[src/hdl/sbbm_pkg.sv]
`timescale 1ns / 1ps
// sbbm_pkg: shared types and constants of the sprite band bucket multiplexer
// item and result structs, mode and status codes, band-to-scanline helper
// no dependencies
package sbbm_pkg;

	// mode codes of an input item
	localparam logic [2:0] MODE_COUNT       = 3'd0;
	localparam logic [2:0] MODE_SPRITE      = 3'd1;
	localparam logic [2:0] MODE_SORT_DONE   = 3'd2;
	localparam logic [2:0] MODE_FRAME_START = 3'd3;
	localparam logic [2:0] MODE_LINE        = 3'd4;

	typedef enum logic [1:0] {
		STATUS_OK        = 2'd0,
		STATUS_BAD_BAND  = 2'd1,
		STATUS_FULL      = 2'd2,
		STATUS_NO_BAND   = 2'd3
	} status_t;

	// line event scanline: (8k + offset) mod period
	localparam logic [8:0] LINE_OFFSET = 9'd218;
	localparam logic [8:0] LINE_PERIOD = 9'd228;
	localparam logic [7:0] TOTAL_MAX   = 8'd255;

	typedef struct packed {
		logic [2:0]        mode;
		logic [7:0]        band_count;
		logic [8:0]        sprite_x;
		logic signed [8:0] sprite_y;
	} item_t;

	typedef struct packed {
		logic [6:0]  slot;
		logic [15:0] attr_zero;
		logic [15:0] attr_one;
		logic [15:0] attr_two;
		logic [6:0]  first_source;
		logic [6:0]  first_dest;
		logic [7:0]  first_length;
		logic [6:0]  second_source;
		logic [7:0]  second_length;
		logic [7:0]  next_line;
		status_t     status;
	} result_t;

	// scanline of the line event for band k; k is at most 31
	function automatic logic [7:0] line_of_band(input logic [5:0] k);
		logic [8:0] v;
		v = {k, 3'b000} + LINE_OFFSET;
		if (v >= {LINE_PERIOD[7:0], 1'b0}) begin
			v = v - {LINE_PERIOD[7:0], 1'b0};
		end else if (v >= LINE_PERIOD) begin
			v = v - LINE_PERIOD;
		end
		return v[7:0];
	endfunction

endpackage

[src/hdl/sbbm_engine.sv]
`timescale 1ns / 1ps
// sbbm_engine: band tables, counters and the single-pass result logic
// depends on sbbm_pkg
module sbbm_engine #(
	parameter int BANDS       = 21,
	parameter int RING_SLOTS  = 128,
	parameter int STORE_SLOTS = 128
) (
	input  logic             clk,
	input  logic             arst_n,
	input  logic             fire,
	input  sbbm_pkg::item_t  item,
	output sbbm_pkg::result_t res
);
	import sbbm_pkg::*;

	localparam int IW = $clog2(BANDS);
	localparam int BW = $clog2(BANDS + 1);
	localparam int RW = $clog2(RING_SLOTS);
	localparam logic [BW-1:0] BANDS_C = BW'(BANDS);
	localparam logic [5:0]    BANDS_6 = 6'(BANDS);
	localparam logic [8:0]    STORE_C = 9'(STORE_SLOTS);
	localparam logic [8:0]    RING_C  = 9'(RING_SLOTS);

	logic [7:0]    size_q  [BANDS];
	logic [7:0]    start_q [BANDS];
	logic [7:0]    fill_q  [BANDS];
	logic [7:0]    total_q;
	logic [BW-1:0] load_q;
	logic [BW-1:0] xfer_q;
	logic [1:0]    frame_q;
	logic [RW-1:0] ring_q;

	logic [9:0]    t;
	logic          neg, bad_band;
	logic [5:0]    bq, sel_band;
	logic          rd_ok;
	logic [IW-1:0] rd_idx, ld_idx;
	logic [7:0]    sz, st, fl;
	logic [8:0]    pos;
	logic          full, sprite_ok;
	logic          load_ok, xfer_ok;
	logic [8:0]    total_sum;
	logic [7:0]    total_sat;
	logic [8:0]    room, n, ring_sum, first, second;
	logic          wrap;
	logic [RW-1:0] ring_next;
	logic [BW-1:0] xfer_next;

	// band lookup for a sprite: (y + 8) / 8 truncated toward zero
	always_comb begin
		t        = {item.sprite_y[8], item.sprite_y} + 10'd8;
		neg      = t[9];
		bq       = t[8:3];
		bad_band = ($signed(t) < -10'sd7) || (!neg && (bq >= BANDS_6));
		sel_band = (item.mode == MODE_SPRITE) ? (neg ? 6'd0 : bq) : 6'(xfer_q);
		rd_ok    = sel_band < BANDS_6;
		rd_idx   = rd_ok ? sel_band[IW-1:0] : '0;
		ld_idx   = load_q[IW-1:0];
		load_ok  = load_q < BANDS_C;
		xfer_ok  = xfer_q < BANDS_C;
	end

	assign sz = size_q[rd_idx];
	assign st = start_q[rd_idx];
	assign fl = fill_q[rd_idx];

	always_comb begin
		pos       = {1'b0, st} + {1'b0, fl};
		full      = (fl >= sz) || (pos >= STORE_C);
		sprite_ok = !bad_band && !full;
		total_sum = {1'b0, total_q} + {1'b0, item.band_count};
		total_sat = (total_sum > {1'b0, TOTAL_MAX}) ? TOTAL_MAX : total_sum[7:0];
	end

	// copy split at the ring wrap
	always_comb begin
		room = ({1'b0, st} < STORE_C) ? (STORE_C - {1'b0, st}) : 9'd0;
		n    = {1'b0, sz};
		if (n > RING_C) begin
			n = RING_C;
		end
		if (n > room) begin
			n = room;
		end
		ring_sum = 9'(ring_q) + n;
		wrap     = ring_sum > RING_C;
		first    = wrap ? (RING_C - 9'(ring_q)) : n;
		second   = wrap ? (n - first) : 9'd0;
		ring_next = (ring_sum >= RING_C) ? RW'(ring_sum - RING_C) : RW'(ring_sum);
	end

	always_comb begin
		xfer_next = xfer_q;
		if (item.mode == MODE_FRAME_START) begin
			xfer_next = '0;
		end else if (item.mode == MODE_LINE && xfer_ok) begin
			xfer_next = xfer_q + BW'(1);
		end
	end

	always_comb begin
		res           = '0;
		res.status    = STATUS_OK;
		res.next_line = (xfer_next < BANDS_C) ? line_of_band(6'(xfer_next)) : 8'd0;
		unique case (item.mode)
			MODE_COUNT: begin
				if (!load_ok) begin
					res.status = STATUS_NO_BAND;
				end
			end
			MODE_SPRITE: begin
				res.attr_zero = {8'd0, item.sprite_y[7:0]};
				res.attr_one  = {7'd0, item.sprite_x};
				res.attr_two  = 16'(frame_q) + 16'd1;
				if (bad_band) begin
					res.status = STATUS_BAD_BAND;
				end else if (full) begin
					res.status = STATUS_FULL;
				end else begin
					res.slot = pos[6:0];
				end
			end
			MODE_LINE: begin
				if (!xfer_ok) begin
					res.status = STATUS_NO_BAND;
				end else begin
					if (first != 9'd0) begin
						res.first_source = st[6:0];
						res.first_dest   = 7'(ring_q);
						res.first_length = first[7:0];
					end
					if (second != 9'd0) begin
						res.second_source = 7'(st + first[7:0]);
						res.second_length = second[7:0];
					end
				end
			end
			default: begin
			end
		endcase
	end

	always_ff @(posedge clk or negedge arst_n) begin
		if (!arst_n) begin
			for (int i = 0; i < BANDS; i++) begin
				size_q[i]  <= '0;
				start_q[i] <= '0;
				fill_q[i]  <= '0;
			end
			total_q <= '0;
			load_q  <= '0;
			xfer_q  <= '0;
			frame_q <= '0;
			ring_q  <= '0;
		end else if (fire) begin
			xfer_q <= xfer_next;
			unique case (item.mode)
				MODE_COUNT: begin
					if (load_ok) begin
						size_q[ld_idx]  <= item.band_count;
						start_q[ld_idx] <= total_q;
						fill_q[ld_idx]  <= '0;
						total_q         <= total_sat;
						load_q          <= load_q + BW'(1);
					end
				end
				MODE_SPRITE: begin
					if (sprite_ok) begin
						fill_q[rd_idx] <= fl + 8'd1;
					end
				end
				MODE_SORT_DONE: begin
					frame_q <= frame_q + 2'd1;
					load_q  <= '0;
					total_q <= '0;
				end
				MODE_FRAME_START: begin
					ring_q <= '0;
				end
				MODE_LINE: begin
					if (xfer_ok) begin
						ring_q <= ring_next;
					end
				end
				default: begin
				end
			endcase
		end
	end

endmodule

[src/hdl/sprite_band_bucket_multiplexer.sv]
`timescale 1ns / 1ps
// sprite_band_bucket_multiplexer: top level, input register, result register, handshake
// depends on sbbm_pkg and sbbm_engine
//
//  channel | direction | handshake            | payload
//  --------+-----------+----------------------+-----------------------------------------
//  in      | input     | in_valid / in_stall  | mode, band_count, sprite_x, sprite_y
//  out     | output    | out_valid / out_stall| slot, attr_*, first_*, second_*, next_line,
//          |           |                      | status
//
// one item per clock cycle sustained while out_stall stays low; a result goes through the
// input register, then the engine's single pass into the result register, before it is on
// the outputs
// the band tables hold a size, a start and a fill byte per band, read at one index per item
// arst_n clears all band tables, counters and both valid flags at once
// while a result waits, the input register can still take one item; in_stall rises only
// when both the input register and the result register are full
module sprite_band_bucket_multiplexer #(
	parameter int BANDS       = 21,
	parameter int RING_SLOTS  = 128,
	parameter int STORE_SLOTS = 128
) (
	input  logic        clk,
	input  logic        arst_n,
	input  logic        in_valid,
	output logic        in_stall,
	input  logic [2:0]  mode,
	input  logic [7:0]  band_count,
	input  logic [8:0]  sprite_x,
	input  logic signed [8:0] sprite_y,
	output logic        out_valid,
	input  logic        out_stall,
	output logic [6:0]  slot,
	output logic [15:0] attr_zero,
	output logic [15:0] attr_one,
	output logic [15:0] attr_two,
	output logic [6:0]  first_source,
	output logic [6:0]  first_dest,
	output logic [7:0]  first_length,
	output logic [6:0]  second_source,
	output logic [7:0]  second_length,
	output logic [7:0]  next_line,
	output logic [1:0]  status
);
	import sbbm_pkg::*;

	item_t   item_s1;
	logic    valid_s1;
	result_t res_comb;
	result_t res_s2;
	logic    valid_s2;
	logic    advance;
	logic    in_xfer;

	// the item in the input register moves on when the result register is free or its result is taken
	assign advance  = valid_s1 && (!valid_s2 || !out_stall);
	assign in_stall = valid_s1 && !advance;
	assign in_xfer  = in_valid && !in_stall;

	always_ff @(posedge clk or negedge arst_n) begin
		if (!arst_n) begin
			valid_s1 <= 1'b0;
		end else if (in_xfer) begin
			valid_s1 <= 1'b1;
		end else if (advance) begin
			valid_s1 <= 1'b0;
		end
	end

	// payload holds no reset
	always_ff @(posedge clk) begin
		if (in_xfer) begin
			item_s1.mode       <= mode;
			item_s1.band_count <= band_count;
			item_s1.sprite_x   <= sprite_x;
			item_s1.sprite_y   <= sprite_y;
		end
	end

	// state update and result logic; state changes on the same edge the result is taken
	sbbm_engine #(
		.BANDS       (BANDS),
		.RING_SLOTS  (RING_SLOTS),
		.STORE_SLOTS (STORE_SLOTS)
	) u_engine (
		.clk    (clk),
		.arst_n (arst_n),
		.fire   (advance),
		.item   (item_s1),
		.res    (res_comb)
	);

	always_ff @(posedge clk or negedge arst_n) begin
		if (!arst_n) begin
			valid_s2 <= 1'b0;
		end else if (advance) begin
			valid_s2 <= 1'b1;
		end else if (!out_stall) begin
			valid_s2 <= 1'b0;
		end
	end

	always_ff @(posedge clk) begin
		if (advance) begin
			res_s2 <= res_comb;
		end
	end

	assign out_valid     = valid_s2;
	assign slot          = res_s2.slot;
	assign attr_zero     = res_s2.attr_zero;
	assign attr_one      = res_s2.attr_one;
	assign attr_two      = res_s2.attr_two;
	assign first_source  = res_s2.first_source;
	assign first_dest    = res_s2.first_dest;
	assign first_length  = res_s2.first_length;
	assign second_source = res_s2.second_source;
	assign second_length = res_s2.second_length;
	assign next_line     = res_s2.next_line;
	assign status        = res_s2.status;

	// a dropped or failed item never reports a store slot
	a_no_slot_on_error: assert property (@(posedge clk) disable iff (!arst_n)
		out_valid && (status != STATUS_OK) |-> slot == 7'd0)
		else $error("slot given with an error status");

	// the two copy segments together never exceed the ring
	a_copy_fits_ring: assert property (@(posedge clk) disable iff (!arst_n)
		out_valid |-> ({1'b0, first_length} + {1'b0, second_length}) <= 9'(RING_SLOTS))
		else $error("copy segments exceed ring size");

	// an empty first segment carries no source or destination
	a_empty_first: assert property (@(posedge clk) disable iff (!arst_n)
		out_valid && (first_length == 8'd0) |-> (first_source == 7'd0) && (first_dest == 7'd0))
		else $error("empty first segment with nonzero slots");

	// a wrapped segment only follows a first segment that runs to the ring end
	a_wrap_needs_first: assert property (@(posedge clk) disable iff (!arst_n)
		out_valid && (second_length != 8'd0) |->
			(9'(first_dest) + {1'b0, first_length}) == 9'(RING_SLOTS))
		else $error("wrapped segment without a first segment reaching the ring end");

	// stall is raised only with full input and result registers
	a_stall_needs_item: assert property (@(posedge clk) disable iff (!arst_n)
		in_stall |-> valid_s1 && valid_s2)
		else $error("input stalled with room available");

endmodule

[config.mk]
export PLATFORM = sky130hd
export DESIGN_NAME = sprite_band_bucket_multiplexer
export DESIGN_NICKNAME = d
export VERILOG_FILES = /design/src/hdl/sbbm_pkg.sv /design/src/hdl/sbbm_engine.sv /design/src/hdl/sprite_band_bucket_multiplexer.sv
export SDC_FILE = /design/constraint.sdc
export NUM_CORES = 1
export LEC_CHECK = 0
export BUFFER_PORTS_ARGS = -buffer_cell sky130_fd_sc_hd__buf_2
export CORE_UTILIZATION = 40
export CTS_CLUSTER_DIAMETER = 120
export DETAILED_ROUTE_END_ITERATION = 6
export SYNTH_ARGS = -nofsm -noshare
export SYNTH_HDL_FRONTEND = slang
export SYNTH_SLANG_ARGS = --single-unit
export TNS_END_PERCENT = 5
[constraint.sdc]
create_clock -name clk -period 14.85 [get_ports clk]
set_input_delay 0.7425 -clock clk [delete_from_list [all_inputs] [get_ports clk]]
set_output_delay 0.7425 -clock clk [all_outputs]
set_load 0.1 [all_outputs]
Yosys cells after proc, flatten, opt, wreduce, memory -nomap -nowiden
Index checks and enable logic that the tools add are counted.
{ "op_classes": {"eq_ne": 8, "bitwise": 5, "reduce_logical": 33, "mux": 48, "magnitude_cmp": 20, "addsub": 17} }
{ "op_table": {"columns": ["cell", "n"], "rows": [
  ["$bwmux 168", 3],
  ["$mux 168", 2],
  ["$pmux 168 s2", 1],
  ["$and 168x168->168", 1],
  ["$not 168->168", 1],
  ["$bmux 8 s5", 3],
  ["$mux 8", 13],
  ["$demux 8 s5", 2],
  ["$mux 9", 4],
  ["$ge 9x8->1 const B", 3],
  ["$mux 5", 4],
  ["$add 8x8->9", 2],
  ["$gt 9x8->1 const B", 2],
  ["$reduce_bool 9->1", 2],
  ["$pmux 8 s2", 1],
  ["$sub 8x8->8 const B", 2],
  ["$lt 5x5->1 const B", 3],
  ["$reduce_and 3->1", 5],
  ["$mux 7", 2],
  ["$pmux 7 s2", 1],
  ["$ge 6x6->1 const B", 2],
  ["$lt 6x1->1 const B", 2],
  ["$mux 6", 2],
  ["$not 5->6", 2],
  ["37 further kinds", 66]
]} }
{ "word_totals": {"input_bits": 33, "reg_bits": 664, "out_inout_bits": 104, "elab_cells": 218} }

Longest topological paths before layout
Gate-level depths: netlist (run 1).
{ "logic_depth": {"word_depth": 20, "depth_mapped": 60, "depth_no_buf": 50} }

Modules after synthesis
Synthesis (run 1) repeated with hierarchy kept, for this count alone.
{ "unflattened": {"cells_unflattened": 2866, "area_unflattened_um2": 32199.6} }
{ "modules_own_cells": {"columns": ["mod", "n_inst", "area_each_um2", "seq_area_each_um2", "cells_each"], "rows": [
  ["sbbm_engine", 1, 28173.3, 13287.7, 2727],
  ["sprite_band_bucket_multiplexer", 1, 4026.4, 3983.8, 139]
]} }

Least setup slack after synthesis (run 1)
OpenSTA, ideal clock, no wires.
{ "synth_path": {"path_type": "register to register", "start": "register item_s1[3] (netlist bit)", "end": "register res_s2, in the netlist second_source[2], data pin", "period_less_slack_ns": 10.912, "setup_slack_ns": 3.938, "required_time_ns": 14.593, "path_buffers": 4, "setup_ns": 0.257, "t_arrival_ns": 10.655, "path_stages_with_launch": 52, "path_cell_list": "edfxtp_1 ha_1 buf_2 nand3_1 mux2i_1 o21a_1 nor3_1 a311oi_1 clkbuf_1 a21oi_1 or4_1 nand4b_1 or2_1 or2_2 o21ai_0 nand2_1 ha_1 nor2b_1 [16 not listed] a31oi_1 o221a_2 buf_6 nor2_1 a21oi_1 ha_1 inv_1 fa_1 a21o_1 a21oi_1 o21bai_1 a21oi_1 xnor2_1 or4_1 nor4_1 or3_1 buf_2 nor2_1"} }
{ "synth_between": {"elab_chain_cells": 20, "word_cells_on_any_way": 27, "cone_classes": "add/sub (5); order compare (5); mux (14); bitwise (1); reduce/logical (2)"} }
{ "synth_lines": {"columns": ["element", "line", "source"], "rows": [
  ["start: declaration", "sprite_band_bucket_multiplexer.sv:47", "item_t item_s1;"],
  ["$add 9x5->10 (*)", "sbbm_engine.sv:52", "t = {item.sprite_y[8], item.sprite_y} + 10'd8;"],
  ["$mux 6 (*) (2 in series)", "sbbm_engine.sv:56", "sel_band = (item.mode == MODE_SPRITE) ? (neg ? 6'd0 : bq) : 6'(xfer_q);"],
  ["$lt 6x5->1", "sbbm_engine.sv:57", "rd_ok = sel_band < BANDS_6;"],
  ["$mux 5 (*)", "sbbm_engine.sv:58", "rd_idx = rd_ok ? sel_band[IW-1:0] : '0;"],
  ["$not 5->6 (not written as such) (*)", "sbbm_engine.sv:64, sbbm_engine.sv:65", null],
  ["$bmux 8 s5, on equally long branches", "sbbm_engine.sv:65, sbbm_engine.sv:64", null],
  ["$mux 8, on equally long branches (2 in series)", "sbbm_engine.sv:65, sbbm_engine.sv:64", null],
  ["$sub 8x8->9, or another cell as far along", "sbbm_engine.sv:78", "room = ({1'b0, st} < STORE_C) ? (STORE_C - {1'b0, st}) : 9'd0;"],
  ["[3 not listed]", null, null],
  ["$add 7x9->9", "sbbm_engine.sv:86", "ring_sum = 9'(ring_q) + n;"],
  ["$gt 9x8->1", "sbbm_engine.sv:87", "wrap = ring_sum > RING_C;"],
  ["$mux 9 (*)", "sbbm_engine.sv:88", "first = wrap ? (RING_C - 9'(ring_q)) : n;"],
  ["via u_engine.first[0]", "sbbm_engine.sv:45", "logic [8:0] room, n, ring_sum, first, second;"],
  ["$sub 9x9->9", "sbbm_engine.sv:89", "second = wrap ? (n - first) : 9'd0;"],
  ["$mux 9", "sbbm_engine.sv:89", null],
  ["$reduce_bool 9->1", "sbbm_engine.sv:133", "if (second != 9'd0) begin"],
  ["$reduce_and 3->1 (no line)", null, null],
  ["end signal: assignment", "sprite_band_bucket_multiplexer.sv:105", "res_s2 <= res_comb;"],
  ["end: declaration", "sprite_band_bucket_multiplexer.sv:50", "result_t res_s2;"]
]} }
The timed path passes the listed nets; every way through them passes the cells marked *. The select of a mux whose other input is x is not followed.
A chain may end at the register's enable or synchronous reset.

Worst setup path in the final report (run 1)
{ "layout_path": {"start": "register item_s1[27] (netlist bit)", "end": "register res_s2, in the netlist second_source[4], data pin"} }
{ "layout_between": {"elab_chain_cells": 19, "word_cells_on_any_way": 27, "cone_classes": "add/sub (4); order compare (5); eq/ne (2); mux (13); bitwise (1); reduce/logical (2)"} }
{ "layout_lines": {"columns": ["element", "line"], "rows": [
  ["$eq 3x1->1 (*)", "sbbm_engine.sv:56"],
  ["$mux 6 (*)", "sbbm_engine.sv:56"],
  ["$lt 6x5->1", "sbbm_engine.sv:57"],
  ["$mux 5 (*)", "sbbm_engine.sv:58"],
  ["$not 5->6 (not written as such) (*)", "sbbm_engine.sv:64, sbbm_engine.sv:65"],
  ["$bmux 8 s5, on equally long branches", "sbbm_engine.sv:65, sbbm_engine.sv:64"],
  ["$mux 8, on equally long branches (2 in series)", "sbbm_engine.sv:65, sbbm_engine.sv:64"],
  ["$sub 8x8->9, or another cell as far along", "sbbm_engine.sv:78"],
  ["[3 not listed]", null],
  ["$add 7x9->9", "sbbm_engine.sv:86"],
  ["$gt 9x8->1", "sbbm_engine.sv:87"],
  ["$mux 9 (*)", "sbbm_engine.sv:88"],
  ["via u_engine.first[0]", "sbbm_engine.sv:45"],
  ["$sub 9x9->9", "sbbm_engine.sv:89"],
  ["$mux 9", "sbbm_engine.sv:89"],
  ["$reduce_bool 9->1", "sbbm_engine.sv:133"],
  ["$reduce_and 3->1 (no line)", null]
]} }
Marked as above.

==> run metrics, run 1 <==
status=complete, no violations; vias=23,800; pre-CTS setup slack=1.65 ns; largest net degree at the start of global routing=175; CP max FO=39; Post-Synthesis Cell Area=31,600 µm²; post-synth cell types=101; Initial Util=40.6%; Clk Latency, worst-skew pair=0.65 ns; initial antenna violation count=3; max-slew violation count=0; Worst EP required=15.22 ns; routability-driven placement congestion ratio=0.910; top-count cell post-synth=dfrtp_1; Seq cells post-synth=635; critical path buffer and inverter count=2; hold buffer count at CTS=0; Syn Area/Cell=10.9 µm²; Synth area leader=dfrtp_1; fin area=35,500 µm²; CP Capture Type=flop; DP Area=33,000 µm²; vias in the first global route=23,700; 1st-iter DRT viols=2,416; maximum vdd drop=307 µV; Worst Hold Class=primary input to asynchronous set/reset pin; global-route wire length before repair=147,000 µm; CTS root buf=clkbuf_16; Seq pwr share=28.2%; DRC viols=0; hpwl dp=62,900 µm; TritonCTS Buffers=71; Post-synth top flop=dfrtp_1; Setup crit start kind=flop; Psw=3.16 mW; Final min period=13.37 ns; crit share post-route=90.1%; clk sinks=635; DR pass1 iterations=6; # rows=102; Arrival @ worst endpoint=13.75 ns; Max Freq=74.8 MHz; CTS Buffer Depth=3; synth top area cells=dfrtp_1 (42%), mux2_2 (12%), edfxtp_1 (9.7%); leakage dissipation=16.0 nW; Worst-Margin Slew=1.46 ns; unrepaired setup endpoints after global routing=no; worst setup path class=flop to flop; Yosys top cell area share=42.2%; IO Count=137; Final ANT Viol Nets=0; Post-CTS Resized=0; Worst path max stage delay=0.80 ns; clock-pin slew on the worst setup and hold paths=0.06 ns; synth cell count leaders=dfrtp_1 (533), nand2_1 (439), mux2_2 (347), o21ai_0 (199), clkbuf_1 (126); Top delay family on crit path=compound AO/OA/AOI/OAI gates; Cells after Synth=2,899; Clock power frac=25.2%; htree depth=3; final worst setup slack=1.48 ns; Max Cap Viol=0; Core Region=77,800 µm²; WL/cell=23.6 µm; combinational power share=46.6%; die area=80,100 µm²; Synth Warn #=0; critical path's slowest cell=o21ai_0; fillers=7,206; ys async rst share=83.9%; Slew HR=2.45%; grt ovf=0; Final setup viols=0; share of layout cells above drive strength 1=23.0%; I/O Buffers=107; Tot GR Track Use=23.5%; Seq/Total Area, Yosys=51.9%; area delta synth->final=12.2%; DRT Wirelength=95,100 µm; die width=283 µm; P_int=4.33 mW; Clock Skew=0.0520 ns; Nets=3,046; Sw Share=42.2%; postcts setup bufs=0; Post-Route Setup TNS=0 ns; Avg Vias per Cell=5.90; CTS tree=yes; Post-synth EDFFs=102; Die Ht=283 µm; most frequent CP cell=a21oi_1; total power per unit cell area=211 nW/µm²; Final Hold Fails=0
-- worst register-to-register path, delay by kind of cell, from the launching register on --
| family | cells | cell delay [ns] |
|---|---|---|
| buffers and inverters | 2 | 0.51 |
| flip-flops | 1 | 0.58 |
| XOR/XNOR | 1 | 0.11 |
| adder cells (fa/ha/maj) | 4 | 1.26 |
| AO/OA/AOI/OAI | 25 | 7.01 |
| AND/OR/NAND/NOR | 14 | 3.65 |
-- power groups by stage --
stage / registers (mW) / logic, mW / clock network (mW)
after floorplan: 2.27 / 2.48 / 0
after global placement: 2.13 / 3.37 / 0
after detailed placement: 2.14 / 3.42 / 0
after CTS: 2.11 / 3.44 / 1.92
after global routing: 2.13 / 3.77 / 1.98
final: 2.11 / 3.49 / 1.88
-- layout make-up --
class	instances	area, µm²	share of cell area [%]
tap	1040	1300	3.67
clock buffer	102	2090	5.91
inverter	62	233	0.656
timing repair buffer	160	956	2.70
sequential	635	16400	46.2
multi-input combinational	2009	14100	39.6
antenna	2	5.00	0.0141
clock inverter	27	419	1.18
-- path summary, 6_finish.rpt --
check	start	to	slack [ns]	cells after the start
worst max-delay path	item_s1[27]	second_source[4]	1.48	46
worst min-delay path	arst_n	u_engine.fill_q[139]	0.21	1
worst max register to register	item_s1[27]	second_source[4]	1.48	46
worst min register to register	u_engine.fill_q[115]	u_engine.fill_q[115]	0.48	2
max in group asynchronous	arst_n	u_engine.size_q[83]	12.08	3
min in group clk	band_count[2]	item_s1[20]	0.27	1
-- state kept, by name, summed over array words and instances, names as in the netlist --
register          cells
u_engine.ring_q       7
u_engine.start_q    168
attr_one              9
first_source          7
next_line             7
status                2
valid_s1              1
attr_two              3
second_length         8
first_dest            7
first_length          8
u_engine.total_q      8
slot                  7
u_engine.frame_q      2
out_valid             1
u_engine.fill_q     168
second_source         7
u_engine.ld_idx       5
item_s1              29
u_engine.size_q     168
u_engine.xfer_q       5
attr_zero             8
-- kinds of logic (layout without fill, tap and decap cells) --
family | count (synthesis) | in the layout | share of synthesized area [%]
other | 1 | 31 | 0.0119
xor gates and xnor gates | 56 | 56 | 1.55
adders and majority gates | 75 | 75 | 3.08
AOI/OAI and AO/OA | 699 | 699 | 15.0
buffers and inverters | 283 | 351 | 4.35
muxes | 367 | 367 | 13.0
DFF | 635 | 635 | 51.9
and+or+nand+nor | 783 | 783 | 11.1
-- per-stage QoR --
stage | util (%) | hold WS, ns | std cells | power, mW
final | 45.6 | 0.211 | 4037 | 7.48
after global routing | 45.6 | 0.260 | 4035 | 7.89
after CTS | 45.6 | 0.244 | 4035 | 7.47
after detailed placement | 42.3 | 0.470 | 3906 | 5.56
after global placement | 42.3 | 0.462 | 3906 | 5.50
after floorplan | - | 0.445 | 2927 | 4.75
-- layout by cell type, fill, tap and decap left out, drive strengths merged, types with 64 or more instances in the layout --
cell type and instances:
nand2 439, nand3 64, o21ai 211, inv 69, ha 69, edfxtp 102, dfrtp 533, nor2 109
a21oi 116, mux2 352, buf 160, clkbuf 102
-- layer usage --
layer	global-route usage [%]	wire, µm
met1	31.6	40500
met2	37.9	44600
met3	3.99	6660
met4	9.32	3350
met5	0	21
Power figures use the tool's default switching activity.
==> inputs of run 2 (changes only) <==
--- a/config.mk
+++ b/config.mk
@@ -6,6 +6,7 @@
 export NUM_CORES = 1
 export LEC_CHECK = 0
 export BUFFER_PORTS_ARGS = -buffer_cell sky130_fd_sc_hd__buf_2
+export CORE_ASPECT_RATIO = 1.2
 export CORE_UTILIZATION = 40
 export CTS_CLUSTER_DIAMETER = 120
 export DETAILED_ROUTE_END_ITERATION = 6
==> run 2 against run 1 <==
Effect of this change: clock-buffer cell count decreased by 16; routed wire length rose by 2.2%; first-iteration DRC count shrank 8.6%; global-route usage grew 0.63 points; setup slack worse by 0.13 ns; combinational power hardly changed; final cell count shrank 0.47%; critical path depth unchanged; total power shrank 0.61%; sequential cell count stayed put; worst hold slack got worse by 0.0055 ns; register-to-register slack worse by 0.13 ns.
==> run metrics, run 2 (synthesis results as in run 1) <==
Slew HR=8.45% (+6.0 points); 1st-iter DRT viols=2,209 (-8.6%); pre-CTS setup slack=1.41 ns (-0.238 ns); CTS root buf=clkbuf_16; Avg Vias per Cell=5.93 (+0.40%); IO Count=137 (unchanged); htree depth=3 (unchanged); postcts setup bufs=0 (unchanged); Post-Route Setup TNS=0 ns (unchanged); # rows=112 (+9.8%); vias in the first global route=24,100 (+1.5%); leakage dissipation=15.9 nW (-0.48%); area delta synth->final=11.8%; share of layout cells above drive strength 1=23.1% (+0.057 points); CTS tree=yes; Post-CTS Resized=0 (unchanged); DP Area=32,900 µm² (about the same); Setup crit start kind=flop; Final Hold Fails=0 (unchanged); Util after Layout=45.3% (-0.31 points); Worst EP required=15.21 ns (about the same); antenna cell count=0 (-2); reg2reg path depth=46 (unchanged); most frequent cells in the layout=dfrtp_1 (533), nand2_1 (438), mux2_2 (347); Die Ht=310 µm (+9.5%); commonest non-fill, non-tap cell in the layout=dfrtp_1; Clk Latency, worst-skew pair=0.64 ns (about the same); Final ANT Viol Nets=0 (unchanged); CTS Buffer Depth=3 (unchanged); fin area=35,300 µm² (-0.42%); Final setup viols=0 (unchanged); Placed Cells=3,892 (-0.36%); die width=259 µm (-8.7%); multi-input combinational cell area=14,100 µm² (unchanged); Setup crit start=item_s1[27]; Worst-Margin Slew=1.37 ns (-0.0858 ns); grt ovf=0 (unchanged); Worst R2R Setup Slack=1.35 ns (-0.13 ns); hold buffer count at CTS=0 (unchanged); status=complete, no violations; Tot GR Track Use=24.2% (+0.63 points); CP max FO=63 (+62%); vias=23,800 (-0.071%); Worst Hold Class=primary input to asynchronous set/reset pin; terminus of the critical flop-to-flop path=second_source[2]; routability-driven placement congestion ratio=0.900 (-1.1%); maximum vdd drop=227 µV (-26%); worst r2r src=item_s1[27]; Final min period=13.50 ns (+0.129 ns); Core Region=78,100 µm² (+0.26%); total power per unit cell area=211 nW/µm² (-0.20%); final worst setup slack=1.35 ns (-0.129 ns); TritonCTS Buffers=68 (-4.2%); crit share post-route=90.9% (+0.87 points); Regs by FF count=u_engine.fill_q: 168 flops, u_engine.size_q: 168 flops, u_engine.start_q: 168 flops; I/O Buffers=107 (unchanged); worst setup path class=flop to flop; die area=80,100 µm² (about the same); most frequent CP cell=a21oi_1; largest net degree at the start of global routing=125 (-29%); Nets=3,043 (-0.098%); fillers=7,165 (-0.57%); unrepaired setup endpoints after global routing=no; max-slew violation count=0 (unchanged); Arrival @ worst endpoint=13.87 ns (+0.12 ns); global-route wire length before repair=147,000 µm (+0.54%); clock-pin slew on the worst setup and hold paths=0.06 ns (about the same); Max Freq=74.1 MHz (-0.95%); Register Area=16,400 µm² (unchanged); Final Instance Count excl. Fillers=4,018 (-0.47%); critical path's slowest cell=nor4_1; Max Cap Viol=0 (unchanged); DRT Wirelength=97,200 µm (+2.2%); clk sinks=635 (unchanged); hpwl dp=65,300 µm (+3.7%); DR pass1 iterations=6 (unchanged); Worst path max stage delay=0.93 ns (+0.13 ns); CP Capture Type=flop; initial antenna violation count=0 (-3); WL/cell=24.2 µm (+2.7%); Clock Skew=0.0598 ns (+0.00777 ns); DRC viols=0 (unchanged); Initial Util=40.5% (-0.11 points)
==> run 2: worst max path at each step <==
stage / end / cells after the start
final: second_source[2] / 46
after global routing: second_source[2] / 46
after CTS: second_source[2] / 46
after detailed placement: second_source[4] / 46
after global placement: second_source[5] / 46
after floorplan: second_source[2] / 51
==> run 2: per-stage QoR <==
step	total power [mW]	hold slack (ns)
after CTS	7.44	0.244
after detailed placement	5.63	0.470
after floorplan	4.75	0.445
final	7.44	0.205
after global placement	5.61	0.461
after global routing	7.85	0.263
==> run 2: critical path, delay by kind of cell, from the launching register on <==
kind / cells / cell delay (ns)
compound gates: 23 / 5.17
xor+xnor: 1 / 0.10
fa+ha+maj: 4 / 1.29
buf+inv: 1 / 0.06
flops: 1 / 0.58
mux: 1 / 0.42
simple gates: 16 / 5.57
==> run 2: metal layers <==
layer	GRT usage, %	vias to the layer above	wire [µm]
li1	-	10500	-
met1	29.3	12200	39100
met2	42.5	928	48900
met3	3.45	228	5350
met4	10.9	0	3940
met5	0	-	0
==> run 2: layout make-up <==
type / instances / share of cell area (%)
inverter: 62 / 0.659
clock buffer: 86 / 5.35
clock inverter: 40 / 1.45
tap: 1026 / 3.63
multi-input combinational: 2009 / 39.8
timing repair buffer: 160 / 2.67
sequential: 635 / 46.4
==> run 2: where the power goes <==
group | leakage (nW) | switching (mW) | internal (mW)
registers | 8.38 | 0.175 | 1.94
logic | 6.34 | 2.25 | 1.27
clock network | 1.16 | 0.756 | 1.04
total | 15.9 | 3.19 | 4.25
